[config.mk]
export PLATFORM = sky130hd
export DESIGN_NAME = lowest_free_id_allocator_flat
export DESIGN_NICKNAME = d
export VERILOG_FILES = /design/src/sv/lfa_pkg.sv /design/src/sv/lfa_if.sv /design/src/sv/lfa_enc.sv /design/src/sv/lowest_free_id_allocator.sv /design/src/flat_wrapper.sv
export SDC_FILE = /design/constraint.sdc
export NUM_CORES = 1
export LEC_CHECK = 0
export BUFFER_PORTS_ARGS = -buffer_cell sky130_fd_sc_hd__clkbuf_2
export CORE_MARGIN = 1.5
export CORE_UTILIZATION = 54
export CTS_CLUSTER_SIZE = 30
export DETAILED_ROUTE_END_ITERATION = 10
export HOLD_SLACK_MARGIN = 0.03
export PLACE_DENSITY = 0.85
export SLEW_MARGIN = 20
export SYNTH_ARGS = -nofsm -noshare
export SYNTH_HDL_FRONTEND = slang
export SYNTH_SLANG_ARGS = --single-unit
export TNS_END_PERCENT = 1
[constraint.sdc]
create_clock -name clk -period 1.7 [get_ports clk]
set_input_delay 0.255 -clock clk [delete_from_list [all_inputs] [get_ports clk]]
set_output_delay 0.255 -clock clk [all_outputs]
set_load 0.01 [all_outputs]
[src/sv/lfa_pkg.sv]
// Shared types and constants for the lowest-free identifier allocator.
// Field widths, request codes and status codes. Depends on nothing.
package lfa_pkg;

  localparam int REQ_W  = 1;
  localparam int ID_W   = 4;
  localparam int STAT_W = 2;

  typedef logic [REQ_W-1:0]  req_t;
  typedef logic [ID_W-1:0]   id_t;
  typedef logic [STAT_W-1:0] stat_t;

  localparam req_t REQ_ALLOC   = 1'b0;
  localparam req_t REQ_RELEASE = 1'b1;

  localparam stat_t STAT_OK   = 2'd0;
  localparam stat_t STAT_FULL = 2'd1;
  localparam stat_t STAT_BAD  = 2'd2;

endpackage

[src/sv/lfa_if.sv]
// Valid/ready channel interfaces for the allocator request and result words.
// Depends on lfa_pkg for the field types.
interface lfa_req_if;
  logic          valid;
  logic          ready;
  lfa_pkg::req_t req_type;
  lfa_pkg::id_t  release_id;

  modport source (output valid, output req_type, output release_id, input ready);
  modport sink   (input valid, input req_type, input release_id, output ready);
endinterface

interface lfa_rsp_if;
  logic           valid;
  logic           ready;
  lfa_pkg::id_t   granted_id;
  lfa_pkg::stat_t status;

  modport source (output valid, output granted_id, output status, input ready);
  modport sink   (input valid, input granted_id, input status, output ready);
endinterface

[src/sv/lfa_enc.sv]
// Lowest-free slot priority encoder over the busy bitmap.
// Purely combinational; no package dependency.
module lfa_enc #(
  parameter int SLOTS = 8,
  parameter int IDX_W = 3
) (
  input  logic [SLOTS-1:0] busy_map,
  output logic             found,
  output logic [IDX_W-1:0] idx
);

  logic [SLOTS-1:0] free_bits;
  logic [SLOTS-1:0] lowest;

  assign free_bits = ~busy_map;
  // isolate the lowest set bit
  assign lowest    = free_bits & (~free_bits + SLOTS'(1));
  assign found     = |free_bits;

  always_comb begin
    idx = '0;
    for (int i = 0; i < SLOTS; i++) begin
      if (lowest[i]) begin
        idx = idx | IDX_W'(i);
      end
    end
  end

endmodule

[src/sv/lowest_free_id_allocator.sv]
// Top level of the lowest-free identifier allocator.
// Depends on lfa_pkg, lfa_req_if / lfa_rsp_if and lfa_enc.
//
// Usage:
//   in_ch carries request words: req_type selects allocate or release, and
//   release_id names the identifier to free (ignored on allocate).
//   out_ch carries one result word per request: granted_id (lowest free
//   identifier on a good allocate, else 0) and status (ok, full, bad id).
//   Identifiers run 1..SLOTS; a release of 0 or of an id above SLOTS reports
//   bad id and changes nothing. Granted ids are reported in 4 bits.
// Timing:
//   A request word lands in an input register at acceptance; when the result
//   register can take it, the priority encoder runs, the busy bitmap updates
//   and the result register loads and offers the word. One word per cycle
//   sustained while out_ch does not stall; the bitmap update and encoder lookup
//   complete in that single stage, so each request sees every earlier one.
// Reset and stalls:
//   Reset clears the bitmap (all identifiers free) and empties both stages.
//   While out_ch is stalled the result register holds, the input register
//   holds its word, and in_ch.ready drops once both are occupied.
module lowest_free_id_allocator #(
  parameter int SLOTS = 8
) (
  input  logic          clk,
  input  logic          rst_n,
  lfa_req_if.sink       in_ch,
  lfa_rsp_if.source     out_ch
);

  localparam int IDX_W = (SLOTS > 1) ? $clog2(SLOTS) : 1;
  localparam int SUM_W = (IDX_W + 1 > lfa_pkg::ID_W) ? IDX_W + 1 : lfa_pkg::ID_W;

  // input stage
  logic          stg_valid_r;
  lfa_pkg::req_t stg_req_r;
  lfa_pkg::id_t  stg_id_r;

  // result stage
  logic           out_valid_r;
  lfa_pkg::id_t   out_gid_r, out_gid_nxt;
  lfa_pkg::stat_t out_stat_r, out_stat_nxt;

  logic [SLOTS-1:0] busy_map_r, busy_map_nxt;

  logic             found;
  logic [IDX_W-1:0] idx;
  logic [SUM_W-1:0] gid_sum;
  logic             id_ok;
  logic             advance;
  logic             in_fire;

  // advance the stage into the result register when it can take a word
  assign advance = stg_valid_r && (!out_valid_r || out_ch.ready);
  assign in_ch.ready = !stg_valid_r || advance;
  assign in_fire = in_ch.valid && in_ch.ready;

  assign out_ch.valid      = out_valid_r;
  assign out_ch.granted_id = out_gid_r;
  assign out_ch.status     = out_stat_r;

  lfa_enc #(
    .SLOTS (SLOTS),
    .IDX_W (IDX_W)
  ) u_enc (
    .busy_map (busy_map_r),
    .found    (found),
    .idx      (idx)
  );

  assign gid_sum = SUM_W'(idx) + SUM_W'(1);
  assign id_ok   = (stg_id_r != '0) && (int'(stg_id_r) <= SLOTS);

  always_comb begin
    busy_map_nxt = busy_map_r;
    out_gid_nxt  = '0;
    out_stat_nxt = lfa_pkg::STAT_OK;
    if (stg_req_r == lfa_pkg::REQ_ALLOC) begin
      if (found) begin
        busy_map_nxt = busy_map_r | (SLOTS'(1) << idx);
        out_gid_nxt  = gid_sum[lfa_pkg::ID_W-1:0];
      end else begin
        out_stat_nxt = lfa_pkg::STAT_FULL;
      end
    end else begin
      if (id_ok) begin
        // drop the busy bit of the named identifier
        for (int i = 0; i < SLOTS; i++) begin
          if (int'(stg_id_r) == i + 1) begin
            busy_map_nxt[i] = 1'b0;
          end
        end
      end else begin
        out_stat_nxt = lfa_pkg::STAT_BAD;
      end
    end
  end

  always_ff @(posedge clk) begin
    if (!rst_n) begin
      stg_valid_r <= 1'b0;
      out_valid_r <= 1'b0;
      busy_map_r  <= '0;
    end else begin
      if (in_ch.ready) begin
        stg_valid_r <= in_ch.valid;
      end
      if (advance) begin
        out_valid_r <= 1'b1;
        busy_map_r  <= busy_map_nxt;
      end else if (out_ch.ready) begin
        out_valid_r <= 1'b0;
      end
    end
  end

  // payload registers, no reset
  always_ff @(posedge clk) begin
    if (in_fire) begin
      stg_req_r <= in_ch.req_type;
      stg_id_r  <= in_ch.release_id;
    end
    if (advance) begin
      out_gid_r  <= out_gid_nxt;
      out_stat_r <= out_stat_nxt;
    end
  end

  // full is reported only when every slot is busy
  a_full_means_all_busy: assert property (@(posedge clk) disable iff (!rst_n)
    (advance && stg_req_r == lfa_pkg::REQ_ALLOC && !found) |-> (&busy_map_r))
    else $error("full reported with a free slot");

  // a good allocate marks exactly one more slot busy
  a_alloc_adds_one: assert property (@(posedge clk) disable iff (!rst_n)
    (advance && stg_req_r == lfa_pkg::REQ_ALLOC && found)
      |=> ($countones(busy_map_r) == $countones($past(busy_map_r)) + 1))
    else $error("allocate did not add exactly one busy slot");

  // a release never marks a slot busy
  a_release_no_set: assert property (@(posedge clk) disable iff (!rst_n)
    (advance && stg_req_r == lfa_pkg::REQ_RELEASE)
      |=> ((busy_map_r & ~$past(busy_map_r)) == '0))
    else $error("release set a busy bit");

  // only a good allocate carries a nonzero identifier
  a_gid_zero_on_error: assert property (@(posedge clk) disable iff (!rst_n)
    (out_valid_r && out_stat_r != lfa_pkg::STAT_OK) |-> (out_gid_r == '0))
    else $error("identifier granted with error status");

  // input back-pressure only when both stages hold words and output stalls
  a_ready_low_cause: assert property (@(posedge clk) disable iff (!rst_n)
    !in_ch.ready |-> (stg_valid_r && out_valid_r && !out_ch.ready))
    else $error("input stalled without cause");

endmodule
[src/flat_wrapper.sv]
// flat-port wrapper written by rule: the top's interface ports become plain ports
module lowest_free_id_allocator_flat 
#(
  parameter int SLOTS = 8
)
  (clk, rst_n, in_ch_valid, in_ch_req_type, in_ch_release_id, in_ch_ready, out_ch_valid, out_ch_granted_id, out_ch_status, out_ch_ready);
  lfa_req_if in_ch_i ();
  lfa_rsp_if out_ch_i ();
  input  logic clk;
  input  logic rst_n;
  input wire logic [$bits(in_ch_i.valid)-1:0] in_ch_valid;
  input wire logic [$bits(in_ch_i.req_type)-1:0] in_ch_req_type;
  input wire logic [$bits(in_ch_i.release_id)-1:0] in_ch_release_id;
  output wire logic [$bits(in_ch_i.ready)-1:0] in_ch_ready;
  output wire logic [$bits(out_ch_i.valid)-1:0] out_ch_valid;
  output wire logic [$bits(out_ch_i.granted_id)-1:0] out_ch_granted_id;
  output wire logic [$bits(out_ch_i.status)-1:0] out_ch_status;
  input wire logic [$bits(out_ch_i.ready)-1:0] out_ch_ready;
  assign in_ch_i.valid = in_ch_valid;
  assign in_ch_i.req_type = in_ch_req_type;
  assign in_ch_i.release_id = in_ch_release_id;
  assign in_ch_ready = in_ch_i.ready;
  assign out_ch_valid = out_ch_i.valid;
  assign out_ch_granted_id = out_ch_i.granted_id;
  assign out_ch_status = out_ch_i.status;
  assign out_ch_i.ready = out_ch_ready;
  lowest_free_id_allocator #(.SLOTS(SLOTS)) u_core (.clk(clk), .rst_n(rst_n), .in_ch(in_ch_i), .out_ch(out_ch_i));
endmodule
==> metrics.cfg <==
[sta]
finalCritPeriodShare_pct = 99.0
maxSlewViolCount = 0
setup_viol = 0
hold_ws_ns = 0.121
finalHoldViolations = 0
maxSlewHeadroom_pct = 75.3
finClkSkew_ns = 0.00381
max_freq_mhz = 594
period_minus_slack_ns = 1.68
worst_slew_pin_slew_ns = 0.370

[synth]
ys_ff_latch = 21
netlist.area_leader.share_pct = 32.2
synth_compound_area_share_pct = 12.0
ys_top_cells_by_area = edfxtp_1, dfxtp_1, ha_1
yosys.area_share.simple_pct = 25.5
syn-num-nets = 110
yosysWarnings = 0
synth_top_family_by_area = simple AND/OR/NAND/NOR gates
syn_inst = 95
synthAdderAreaFrac_pct = 7.33
synth_cell_types = 34
yosys-mux-area-fraction_pct = 0
synth_area_mm2 = 0.00102
synth_top_cell_by_area = edfxtp_1
syn_avg_cell_area_um2 = 10.8
ys_seq_area_share_pct = 51.8
synth_xor_area_share_pct = 0.855

[clocking]
cts_max_level = 1
clock_sinks = 21
clk_pin_slew_ns = 0.11
cts_tree = built
root_buffer = clkbuf_4
cts_buffer_depth = 2
cts_hold_buf = 0
cts_made_buffers = 3
clock_latency_ns = 0.30

[worst_setup_path]
path_depth = 6
slowest_stage = dfxtp_2
critPathMaxFanout = 4
arrival_ns = 1.75
cp_num_buf_inv = 0
cp.required_ns = 1.76
crit_family = adder cells
reg2reg_slack_ns = 0.02
cpMostUsedCell = ha_1
startpoint_type = flop
rr_endpoint = u_core.out_ch.granted_id[2]
setup.worst_path.end_class = flop
slowest_delay_ns = 0.37
reg2reg_from = u_core.busy_map_r[3]
path_cells = nand2b_1 > a21boi_1 > a41o_1 > ha_1 > ha_1 > nor2_1
critical_path_class = reg -> reg
r2r_cells = 6

[worst_hold_path]
holdPathEnd = u_core.stg_req_r
worstHoldPathType = in -> reg
worstHoldStart = in_ch_req_type
hold_depth = 1

[layout]
area_growth_pct = 16.1
drive_gt1_share_pct = 29.9
layout_common_cells = clkbuf_2, edfxtp_1, nor2_1
multiInputGateArea_um2 = 472
layout.nets = 133
n_antenna_cell = 0
nFillCells = 137
layout_commonest_cell = clkbuf_2
post-route-util_pct = 68.2
register_area_um2 = 534

[floorplan]
fp.dieH_um = 46.6
rows = 15
ios = 17
core_area_mm2 = 0.00175
die_w_um = 46.6
start_util_pct = 58.7
die_area_mm2 = 0.00217

[power]
p_switching_mw = 0.204
swShare_pct = 23.2
ir_worst_vdd_uv = 421
power.internal_mw = 0.675
p_seq_share_pct = 64.9
pwr-share-comb_pct = 8.6
finalPower_mw = 0.880
clock_power_share_pct = 26.6
p_leak_nw = 0.467
p_per_area_mw_per_mm2 = 739

[run_status]
outcome = completed

[route]
dr.first_iter.drc_count = 22
wl_per_cell_um = 13.7
drtAntennaViolNets = 0
avgViaCountPerCell = 5.58
drc = 0
vias = 793
first_pass_iters = 4
wl_um = 1950

[run]
max-cap-violations = 0

[global_route]
grt_use_met2_pct = 36.1
antenna_found_initial = 0
grt_max_degree = 14
use_met1_pct = 24.9
grt_pass1_vias = 798
grt_overflow_total = 0
gr-usage-met3_pct = 5.88
top_usage_layer = met2
grt_usage_pct = 21.5
grt_pass1_wl_um = 3240

[placed_design]
gp_congestion = 0.935
io_buffers = 16
dp_hpwl_um = 1420

[what timing repair did]
action / 4_1_cts / 5_1_grt
buffers inserted: 0 / 2
setup endpoints to repair: 0 / 3
gates resized for setup: 0 / 4
[final cells by class]
| type | instances | area share (%) |
|---|---|---|
| clock buffers | 3 | 1.89 |
| flip-flops and latches | 21 | 44.9 |
| well taps | 25 | 2.63 |
| clock inverters | 1 | 0.421 |
| repair buffers | 19 | 8.62 |
| inverters | 6 | 1.89 |
| multi-input cells | 67 | 39.6 |
[flip-flops by register name (all words and copies together) (netlist names)]
name                      flops
u_core.busy_map_r             8
u_core.out_ch.granted_id      4
u_core.stg_id_r               4
u_core.out_ch.status          2
u_core.out_ch.valid           1
u_core.stg_req_r              1
u_core.stg_valid_r            1
[Yosys cell counts]
| library cell | instances |
|---|---|
| a21boi_1 | 1 |
| a21oi_1 | 6 |
| a31oi_1 | 1 |
| a41o_1 | 1 |
| and2_1 | 2 |
| and2_2 | 1 |
| clkbuf_1 | 1 |
| dfxtp_1 | 10 |
| edfxtp_1 | 11 |
| ha_1 | 6 |
| inv_1 | 4 |
| inv_2 | 2 |
| nand2_1 | 4 |
| nand2b_1 | 2 |
| nand2b_4 | 1 |
| nand3_1 | 3 |
| nand3b_1 | 1 |
| nand4_1 | 6 |
| nor2_1 | 8 |
| nor2b_1 | 2 |
| nor3_1 | 2 |
| nor3b_1 | 1 |
| nor3b_2 | 2 |
| nor3b_4 | 1 |
| nor4_1 | 1 |
| nor4b_2 | 1 |
| o211ai_1 | 3 |
| o21a_1 | 1 |
| o21ai_0 | 3 |
| o21ai_1 | 3 |
| o41ai_1 | 1 |
| or2_1 | 1 |
| or3b_1 | 1 |
| xor2_1 | 1 |
[power by group through the flow]
stage | Combinational (mW) | Sequential [mW] | Clock (mW)
after CTS | 0.0713 | 0.570 | 0.244
after floorplan | 0.0410 | 0.582 | 0
after detailed placement | 0.0707 | 0.581 | 0
after global placement | 0.0689 | 0.580 | 0
after global routing | 0.0838 | 0.574 | 0.269
final | 0.0754 | 0.571 | 0.234
[worst max path at each step]
stage	start	to
2_1_floorplan	u_core.busy_map_r[2]	u_core.out_ch.granted_id[2]
3_3_place_gp	u_core.busy_map_r[3]	u_core.out_ch.granted_id[2]
3_5_place_dp	u_core.busy_map_r[3]	u_core.out_ch.granted_id[2]
4_1_cts	u_core.busy_map_r[3]	u_core.out_ch.granted_id[2]
5_1_grt	u_core.busy_map_r[3]	u_core.out_ch.granted_id[2]
6_report	u_core.busy_map_r[3]	u_core.out_ch.granted_id[2]
[cells by family (layout without fill, tap and decap cells)]
logic type	count (synthesis)	after routing
flip-flops	21	21
buffers and inverters	7	29
AND/OR/NAND/NOR	40	40
adder cells (fa/ha/maj)	6	6
AO/OA/AOI/OAI	20	20
XOR/XNOR	1	1
[per-layer routing]
metal | part of all wire, % | wire length (µm) | vias to the layer above
met1 | 44 | 851 | 372
met2 | 51 | 994 | 30
met3 | 5.4 | 105 | 0
met5 | 0 | 0 | -
li1 | - | - | 391
met4 | 0 | 0 | 0
[through the flow]
step / setup slack [ns] / cell area, µm² / instances / setup TNS, ns
global route: -0.0430 / 1190 / 142 / -0.0653
CTS: 0.0508 / 1170 / 140 / 0
finish: 0.0176 / 1190 / 142 / 0
global placement: 0.166 / 1140 / 136 / 0
floorplan: 0.165 / 1020 / 95 / 0
detailed placement: 0.0678 / 1140 / 136 / 0
(Power assumes the default switching activity.)
